### config.mk
export PLATFORM = sky130hd
export DESIGN_NAME = centered_score_engine_core
export DESIGN_NICKNAME = d
export VERILOG_FILES = /design/src/hw/rtl/cse_pkg.sv /design/src/hw/rtl/cse_score_unit.sv /design/src/hw/rtl/centered_score_engine_core.sv
export SDC_FILE = /design/constraint.sdc
export NUM_CORES = 2
export LEC_CHECK = 0
export BUFFER_PORTS_ARGS = -buffer_cell sky130_fd_sc_hd__buf_2
export CORE_MARGIN = 2
export CORE_UTILIZATION = 60
export DETAILED_ROUTE_END_ITERATION = 6
export HOLD_SLACK_MARGIN = 0.08
export PLACE_DENSITY = 0.83
export SETUP_SLACK_MARGIN = 0.05
export SKIP_LAST_GASP = 1
export SLEW_MARGIN = 30
export SYNTH_ARGS = -nofsm -noshare
export SYNTH_HDL_FRONTEND = slang
export SYNTH_SLANG_ARGS = --single-unit
### constraint.sdc
create_clock -name clk -period 9.3 [get_ports clk]
set_input_delay 0.465 -clock clk [delete_from_list [all_inputs] [get_ports clk]]
set_output_delay 0.465 -clock clk [all_outputs]
set_load 0.05 [all_outputs]
### src/hw/rtl/cse_pkg.sv
// Shared types and constants for the centered score engine.
// No dependencies; imported by cse_score_unit and centered_score_engine_core.
`timescale 1ns / 1ps

package cse_pkg;

  localparam int MAX_ELEMENTS = 64;
  localparam int IDX_W        = $clog2(MAX_ELEMENTS);
  localparam int CNT_W        = IDX_W + 1;
  localparam int RESP_W       = 32;
  localparam int TOTAL_W      = 38;
  localparam int PROD_W       = CNT_W + 1 + RESP_W;
  localparam int DIFF_W       = PROD_W + 1;
  localparam int SCORE_W      = 39;

  // register indexes on the configuration port
  localparam logic [1:0] REG_COUNT = 2'd0;
  localparam logic [1:0] REG_STEP  = 2'd1;
  localparam logic [1:0] REG_MODE  = 2'd2;

  // result status codes
  localparam logic [1:0] STATUS_OK       = 2'd0;
  localparam logic [1:0] STATUS_OVERFLOW = 2'd1;
  localparam logic [1:0] STATUS_BAD_CFG  = 2'd2;

  localparam logic [CNT_W-1:0]  COUNT_RESET = CNT_W'(2);
  localparam logic [RESP_W-1:0] STEP_RESET  = RESP_W'(1);

  typedef enum logic [1:0] {
    ST_IDLE,
    ST_LOAD,
    ST_CHECK,
    ST_EMIT
  } cse_state_t;

  // sequencer to score unit
  typedef struct packed {
    logic                       wr_en;
    logic [IDX_W-1:0]           wr_addr;
    logic signed [RESP_W-1:0]   wr_data;
    logic                       rd_en;
    logic [IDX_W-1:0]           rd_addr;
    logic [CNT_W-1:0]           count;
    logic signed [TOTAL_W-1:0]  total;
  } cse_ctrl_t;

  // score unit back to sequencer
  typedef struct packed {
    logic                       valid;
    logic [IDX_W-1:0]           index;
    logic signed [DIFF_W-1:0]   value;
    logic                       pipe_busy;
  } cse_sts_t;

endpackage

### src/hw/rtl/cse_score_unit.sv
// Response store and shared score datapath: read, multiply by count, subtract total.
// Depends on cse_pkg for the control and status structs.
`timescale 1ns / 1ps

module cse_score_unit
  import cse_pkg::*;
(
  input  logic      clk,
  input  logic      rst_n,
  input  cse_ctrl_t ctrl,
  output cse_sts_t  sts
);

  logic signed [RESP_W-1:0] mem [MAX_ELEMENTS];
  logic signed [RESP_W-1:0] rd_data_r;
  logic signed [PROD_W-1:0] prod_r;
  logic signed [DIFF_W-1:0] score_r;
  logic [IDX_W-1:0]         idx1_r, idx2_r, idx3_r;
  logic                     v1_r, v2_r, v3_r;
  logic signed [PROD_W-1:0] prod_nxt;
  logic signed [DIFF_W-1:0] score_nxt;

  always_ff @(posedge clk) begin
    if (ctrl.wr_en) begin
      mem[ctrl.wr_addr] <= ctrl.wr_data;
    end
    if (ctrl.rd_en) begin
      rd_data_r <= mem[ctrl.rd_addr];
    end
  end

  assign prod_nxt  = {{(PROD_W-CNT_W){1'b0}}, ctrl.count}
                   * {{(PROD_W-RESP_W){rd_data_r[RESP_W-1]}}, rd_data_r};
  assign score_nxt = {prod_r[PROD_W-1], prod_r}
                   - {{(DIFF_W-TOTAL_W){ctrl.total[TOTAL_W-1]}}, ctrl.total};

  always_ff @(posedge clk) begin
    prod_r  <= prod_nxt;
    score_r <= score_nxt;
    idx1_r  <= ctrl.rd_addr;
    idx2_r  <= idx1_r;
    idx3_r  <= idx2_r;
  end

  always_ff @(posedge clk) begin
    if (!rst_n) begin
      v1_r <= 1'b0;
      v2_r <= 1'b0;
      v3_r <= 1'b0;
    end else begin
      v1_r <= ctrl.rd_en;
      v2_r <= v1_r;
      v3_r <= v2_r;
    end
  end

  assign sts.valid     = v3_r;
  assign sts.index     = idx3_r;
  assign sts.value     = score_r;
  assign sts.pipe_busy = v1_r | v2_r | v3_r;

endmodule

### src/hw/rtl/centered_score_engine_core.sv
// Top level of the centered score engine: configuration, sequencer, result registers.
// Depends on cse_pkg and cse_score_unit.
//
//   channel | ports                            | transfer
//   --------+----------------------------------+------------------------------
//   input   | start, busy, in_response_value   | start high while busy low
//   result  | out_strobe, out_*                | each cycle out_strobe is high
//   config  | cfg_valid, cfg_ready, cfg_index, | cfg_valid and cfg_ready high
//           | cfg_data                         |
//
// A response that does not complete its set is accepted and then stored.
// The response that completes a set of n then runs a check pass (checked mode
// only) and, unless the check finds an overflow, an emit pass over the store, each
// through the shared read / multiply / subtract pipeline; scores leave one per cycle.
// Reset clears the sequencer and loads the register reset values; no clearing
// pass. Results cannot be stalled; cfg_ready is always high.
`timescale 1ns / 1ps

module centered_score_engine_core
  import cse_pkg::*;
(
  input  logic                      clk,
  input  logic                      rst_n,
  input  logic                      start,
  output logic                      busy,
  input  logic signed [RESP_W-1:0]  in_response_value,
  output logic                      out_strobe,
  output logic [IDX_W-1:0]          out_score_index,
  output logic signed [SCORE_W-1:0] out_score_value,
  output logic signed [TOTAL_W-1:0] out_total_value,
  output logic                      out_total_fits,
  output logic [1:0]                out_status_code,
  output logic                      out_last_of_run,
  input  logic                      cfg_valid,
  output logic                      cfg_ready,
  input  logic [1:0]                cfg_index,
  input  logic [31:0]               cfg_data
);

  cse_state_t state_r, state_nxt;

  logic [CNT_W-1:0]          count_r;
  logic signed [RESP_W-1:0]  step_r;
  logic                      wide_r;
  logic                      cfg_ok_r;
  logic signed [RESP_W-1:0]  resp_r;
  logic [CNT_W-1:0]          loaded_r;
  logic signed [TOTAL_W-1:0] total_r;
  logic [CNT_W-1:0]          iss_r;
  logic                      ovf_r;

  logic                      out_strobe_r;
  logic [IDX_W-1:0]          out_index_r;
  logic signed [SCORE_W-1:0] out_score_r;
  logic signed [TOTAL_W-1:0] out_total_r;
  logic                      out_fits_r;
  logic [1:0]                out_status_r;
  logic                      out_last_r;

  cse_ctrl_t ctrl;
  cse_sts_t  sts;

  logic                      cfg_wr;
  logic                      cfg_restart;
  logic                      accept;
  logic signed [PROD_W-1:0]  hot;
  logic                      cfg_ok_nxt;
  logic                      total_fits;
  logic                      score_fits;
  logic                      set_done, finish, emit_bad, emit_ovf, iss_clr, iss_inc;

  assign cfg_ready = 1'b1;
  assign cfg_wr    = cfg_valid & cfg_ready;
  // only a write to a listed register restarts the set
  assign cfg_restart = cfg_wr && (cfg_index inside {REG_COUNT, REG_STEP, REG_MODE});
  assign busy      = (state_r != ST_IDLE);
  assign accept    = start & ~busy;

  // configuration check, registered every cycle
  assign hot = {{(PROD_W-CNT_W){1'b0}}, count_r - CNT_W'(1)}
             * {{(PROD_W-RESP_W){step_r[RESP_W-1]}}, step_r};
  assign cfg_ok_nxt = (count_r >= CNT_W'(2)) && (count_r <= CNT_W'(MAX_ELEMENTS))
                    && (step_r != '0) && (step_r != {1'b1, {(RESP_W-1){1'b0}}})
                    && ((&hot[PROD_W-1:RESP_W-1]) || !(|hot[PROD_W-1:RESP_W-1]));

  assign total_fits = (&total_r[TOTAL_W-1:RESP_W-1]) || !(|total_r[TOTAL_W-1:RESP_W-1]);
  assign score_fits = (&sts.value[DIFF_W-1:RESP_W-1]) || !(|sts.value[DIFF_W-1:RESP_W-1]);

  always_ff @(posedge clk) begin
    if (!rst_n) begin
      count_r  <= COUNT_RESET;
      step_r   <= STEP_RESET;
      wide_r   <= 1'b0;
      cfg_ok_r <= 1'b1;
    end else begin
      cfg_ok_r <= cfg_ok_nxt;
      if (cfg_wr) begin
        case (cfg_index)
          REG_COUNT: count_r <= cfg_data[CNT_W-1:0];
          REG_STEP:  step_r  <= cfg_data;
          REG_MODE:  wide_r  <= cfg_data[0];
          default: ;
        endcase
      end
    end
  end

  always_ff @(posedge clk) begin
    if (!rst_n) begin
      state_r <= ST_IDLE;
    end else begin
      state_r <= state_nxt;
    end
  end

  always_comb begin
    state_nxt    = state_r;
    set_done     = 1'b0;
    finish       = 1'b0;
    emit_bad     = 1'b0;
    emit_ovf     = 1'b0;
    iss_clr      = 1'b0;
    iss_inc      = 1'b0;
    ctrl.wr_en   = 1'b0;
    ctrl.wr_addr = loaded_r[IDX_W-1:0];
    ctrl.wr_data = resp_r;
    ctrl.rd_en   = 1'b0;
    ctrl.rd_addr = iss_r[IDX_W-1:0];
    ctrl.count   = count_r;
    ctrl.total   = total_r;
    case (state_r)
      ST_IDLE: begin
        if (start) begin
          state_nxt = ST_LOAD;
        end
      end
      ST_LOAD: begin
        if (!cfg_ok_r) begin
          emit_bad  = 1'b1;
          finish    = 1'b1;
          state_nxt = ST_IDLE;
        end else begin
          ctrl.wr_en = 1'b1;
          if (loaded_r + CNT_W'(1) >= count_r) begin
            set_done  = 1'b1;
            state_nxt = wide_r ? ST_EMIT : ST_CHECK;
          end else begin
            state_nxt = ST_IDLE;
          end
        end
      end
      ST_CHECK: begin
        if (iss_r != count_r) begin
          ctrl.rd_en = 1'b1;
          iss_inc    = 1'b1;
        end else if (!sts.pipe_busy) begin
          if (ovf_r) begin
            emit_ovf  = 1'b1;
            finish    = 1'b1;
            state_nxt = ST_IDLE;
          end else begin
            iss_clr   = 1'b1;
            state_nxt = ST_EMIT;
          end
        end
      end
      ST_EMIT: begin
        if (iss_r != count_r) begin
          ctrl.rd_en = 1'b1;
          iss_inc    = 1'b1;
        end else if (!sts.pipe_busy) begin
          finish    = 1'b1;
          state_nxt = ST_IDLE;
        end
      end
      default: state_nxt = ST_IDLE;
    endcase
  end

  always_ff @(posedge clk) begin
    if (accept) begin
      resp_r <= in_response_value;
    end
  end

  always_ff @(posedge clk) begin
    if (!rst_n) begin
      loaded_r <= '0;
      total_r  <= '0;
      iss_r    <= '0;
      ovf_r    <= 1'b0;
    end else begin
      if (cfg_restart || finish) begin
        loaded_r <= '0;
        total_r  <= '0;
      end else if (ctrl.wr_en) begin
        loaded_r <= loaded_r + CNT_W'(1);
        total_r  <= total_r + {{(TOTAL_W-RESP_W){resp_r[RESP_W-1]}}, resp_r};
      end
      if (set_done || iss_clr) begin
        iss_r <= '0;
      end else if (iss_inc) begin
        iss_r <= iss_r + CNT_W'(1);
      end
      // latch any score that leaves the 32-bit range during the check pass
      if (set_done) begin
        ovf_r <= 1'b0;
      end else if (state_r == ST_CHECK && sts.valid && !score_fits) begin
        ovf_r <= 1'b1;
      end
    end
  end

  cse_score_unit u_unit (
    .clk   (clk),
    .rst_n (rst_n),
    .ctrl  (ctrl),
    .sts   (sts)
  );

  always_ff @(posedge clk) begin
    if (!rst_n) begin
      out_strobe_r <= 1'b0;
    end else begin
      out_strobe_r <= emit_bad | emit_ovf | (state_r == ST_EMIT && sts.valid);
    end
  end

  always_ff @(posedge clk) begin
    if (emit_bad) begin
      out_index_r  <= '0;
      out_score_r  <= '0;
      out_total_r  <= '0;
      out_fits_r   <= 1'b0;
      out_status_r <= STATUS_BAD_CFG;
      out_last_r   <= 1'b1;
    end else if (emit_ovf) begin
      out_index_r  <= '0;
      out_score_r  <= '0;
      out_total_r  <= total_r;
      out_fits_r   <= total_fits;
      out_status_r <= STATUS_OVERFLOW;
      out_last_r   <= 1'b1;
    end else begin
      out_index_r  <= sts.index;
      out_score_r  <= sts.value[SCORE_W-1:0];
      out_total_r  <= total_r;
      out_fits_r   <= total_fits;
      out_status_r <= STATUS_OK;
      out_last_r   <= ({1'b0, sts.index} == count_r - CNT_W'(1));
    end
  end

  assign out_strobe      = out_strobe_r;
  assign out_score_index = out_index_r;
  assign out_score_value = out_score_r;
  assign out_total_value = out_total_r;
  assign out_total_fits  = out_fits_r;
  assign out_status_code = out_status_r;
  assign out_last_of_run = out_last_r;

`ifndef SYNTHESIS
  a_err_is_last: assert property (@(posedge clk) disable iff (!rst_n)
    (out_strobe && out_status_code != STATUS_OK) |-> out_last_of_run)
    else $error("error result not marked last");

  a_ovf_checked_only: assert property (@(posedge clk) disable iff (!rst_n)
    (out_strobe && out_status_code == STATUS_OVERFLOW) |-> !wide_r)
    else $error("overflow result in wide mode");

  a_quiet_in_check: assert property (@(posedge clk) disable iff (!rst_n)
    (state_r == ST_CHECK) |-> !out_strobe)
    else $error("result emitted during check pass");

  a_last_index: assert property (@(posedge clk) disable iff (!rst_n)
    (out_strobe && out_status_code == STATUS_OK && out_last_of_run)
      |-> ({1'b0, out_score_index} == count_r - CNT_W'(1)))
    else $error("last score at wrong index");

  a_load_bound: assert property (@(posedge clk) disable iff (!rst_n)
    (state_r == ST_IDLE) |-> (loaded_r < CNT_W'(MAX_ELEMENTS)))
    else $error("store fill beyond depth while idle");
`endif

endmodule

==> impl_metrics.tcl <==
set metrics [dict create \
    p_leak_uw 0.0406 \
    crit_top_cell "fa_1" \
    rows 154 \
    htreeDepth 4 \
    drive_above_1_share_pct 21.3 \
    max_stage_delay_ps 840 \
    cp-end-kind "flop" \
    slew_headroom_pct 28.3 \
    cts_resized 0 \
    postLayoutSetupSlackWorst_ps 1940 \
    die_x_um 426 \
    overflow 0 \
    synth_top_area_share_pct 59.4 \
    synth_top_area_cell "edfxtp_1" \
    ant_nets 0 \
    cts_root_buf "clkbuf_16" \
    path_buf_inv 4 \
    r2r-end "cfg_ok_r" \
    clk_pin_slew_ps 70 \
    holdCritPathClass "in -> reg" \
    insertion_delay_ps 900 \
    drcViolationCount 0 \
    worst_pin_slew_ps 1070 \
    antenna_found_initial 33 \
    startpoint_type "flop" \
    crit_path_cell_trace "inv_1 > ha_1 > and3_1 > xnor2_2 > buf_4 > and2_1 > fa_1 > fa_1 > fa_1 > inv_1 > fa_1 > inv_1 > ha_1 > a21oi_1 > nand2_1 > a2111oi_0 > a311oi_1 > o2111a_1 > o21ai_1 > o2bb2ai_1 > xnor2_1 > o31a_1 > o21ai_1" \
    dp_slack_ps 1930 \
    grt_usage_pct 32.9 \
    hp-start "cfg_index[1]" \
    drt_iter0_drc 8764 \
    post_cts_buffers 0 \
    final-setup-viol-count 0 \
    hold_viol 0 \
    synth_nets 6727 \
    io_buffers 158 \
    die_height_um 426 \
    drv_slew 0 \
    min_path_cells 4 \
    p_per_area_nw_per_um2 197 \
    fmax_mhz 136 \
    cp.arrival_ps 8140 \
    status "finished, final reports clean" \
    final_area_um2 119000 \
    ctsHoldBuffers 78 \
    layout_commonest_cell "edfxtp_1" \
    yosysUniqueCellTypes 79 \
    placed_area_um2 111000 \
    die-area_um2 181000 \
    ir_worst_vdd_mv 0.227 \
    n_fill_cell 10901 \
    cts_sinks 2398 \
    vias_per_cell 6.69 \
    layout_common_cells "edfxtp_1 (2,112), mux4_2 (672), inv_1 (438)" \
    routed_wirelength_um 293000 \
    final_core_util_pct 67.7 \
    initial_core_util_pct 60.5 \
    synthCells 6077 \
    critPathSlowestCell "dfxtp_2" \
    synth_area_um2 107000 \
    r2r_start "count_r[0]" \
    dr_total_vias 59928 \
    post-route-period-util_pct 79.1 \
    cts_tree "built" \
    cts_made_buffers 222 \
    worstPathMaxFanout 34 \
    synth_area_leaders "edfxtp_1 (59%), mux4_2 (14%), fa_1 (6.2%)" \
    firstDrtPassIters 6 \
    cp.required_ps 10080 \
    min_period_ps 7360 \
    syn_area_per_cell_um2 17.6 \
    ys_async_sr_fraction_pct 0 \
    critPathKind "reg -> reg" \
    ys_warn_count 0 \
    ys_seq_area_share_pct 64.8 \
    hold_path_end "count_r[0]" \
    drv_cap 0 \
    drt-wirelength-per-cell_um 32.7 \
    grt_first_pass_wirelength_um 426000 \
    boundaryPins 160 \
    synth-edff-count 2112 \
    ys.flop_type "edfxtp_1" \
    grt_pass1_vias 61578 \
    fin_total_pwr_uw 23500 \
    crit_family "adder cells" \
    startpoint "count_r[0]" \
    dp.final_hpwl_um 168000 \
    rsz0062_at_grt "false" \
    nets 7078 \
    cts_buffer_depth 3 \
    grt_max_degree 108 \
    areaGrowthSynthToFinish_pct 11.8 \
    regToRegSetupSlack_ps 1940 \
    skew_ps 91.2 \
    r2r_cells 23 \
    gp_congestion 0.870 \
    core_area_um2 176000 \
    tns_ps 0 \
    ys_ff_latch 2398 \
]
[through the flow]
stage,std cells,hold slack (ps)
finish,8964,140
global route,8961,131
CTS,8956,115
detailed placement,8463,312
global placement,8463,312
floorplan,6077,310
[cell families after synthesis]
logic type                 after synthesis  synth area share, %
other                                    1              0.00351
adders and majority gates              580                 9.14
muxes                                  676                 14.2
AOI/OAI and AO/OA                      452                 2.78
and+or+nand+nor                       1129                 5.46
buffers and inverters                  698                 2.46
DFF                                   2398                 64.8
xor gates and xnor gates               143                 1.17
[worst reg2reg max path, cell delays in order, from the launching register on]
cell	delay, ps
dfxtp_2	840
inv_1	230
ha_1	320
and3_1	230
xnor2_2	690
buf_4	390
and2_1	190
fa_1	440
fa_1	500
fa_1	490
inv_1	50
fa_1	470
inv_1	40
ha_1	300
a21oi_1	150
nand2_1	60
a2111oi_0	400
a311oi_1	240
o2111a_1	330
o21ai_1	250
o2bb2ai_1	220
xnor2_1	110
o31a_1	290
o21ai_1	80
[registers in the layout, summed over array words and instances, names as in the netlist, 6 cells and up]
register / flops
u_unit.idx2_r: 6
loaded_r: 7
out_score_value: 39
u_unit.prod_r: 40
u_unit.rd_data_r: 32
u_unit.idx1_r: 6
count_r: 7
out_total_value: 38
out_score_index: 6
u_unit.idx3_r: 6
resp_r: 32
total_r: 38
iss_r: 7
u_unit.score_r: 41
step_r: 32
u_unit.mem: 2048
[synth_stat cells (all sizes together) (6+ instances only)]
master / count
a211o: 6
a211oi: 20
a21boi: 37
a21o: 67
a21oi: 144
a31oi: 10
and2: 290
and3: 16
buf: 60
clkbuf: 200
dfxtp: 286
edfxtp: 2112
fa: 333
ha: 247
inv: 438
mux4: 672
nand2: 268
nand2b: 23
nand3: 40
nand4: 23
nor2: 227
nor2b: 150
nor3: 31
nor3b: 7
nor4: 18
o211ai: 8
o21a: 14
o21ai: 66
o21bai: 18
o31ai: 12
or2: 7
or3: 6
xnor2: 95
xor2: 48
[final cells by class]
class                      count  area, um^2  area share, %
antenna                        5        12.5         0.0105
clock buffer                 275        5830           4.88
clock inverter               140        1440           1.20
inverter                     438        1640           1.38
multi-input combinational   2981       35600           29.8
sequential                  2398       69200           57.9
tap                         2340        2930           2.45
timing repair buffer         387        2830           2.37
[per-layer routing]
| layer | vias to the layer above | track usage [%] | routed length, um |
|---|---|---|---|
| li1 | 23786 | - | - |
| met1 | 30606 | 41.5 | 99300 |
| met2 | 4627 | 55.0 | 147000 |
| met3 | 885 | 7.70 | 32900 |
| met4 | 24 | 13.9 | 13700 |
| met5 | - | 0 | 173 |
[report_power, final]
part,internal (uW),switching [uW],total (uW)
Clock,5040,4180,9220
Sequential,12000,144,12100
Combinational,746,1420,2170
[how the worst max path moves through the flow]
| stage | end | slack (ps) | depth (start not counted) |
|---|---|---|---|
| after floorplan | cfg_ok_r | 3270 | 24 |
| after global placement | cfg_ok_r | 2050 | 22 |
| after detailed placement | cfg_ok_r | 1930 | 22 |
| after CTS | cfg_ok_r | 1910 | 22 |
| after global routing | cfg_ok_r | 1510 | 22 |
| final | cfg_ok_r | 1940 | 23 |
Power figures use the tool's default switching activity.
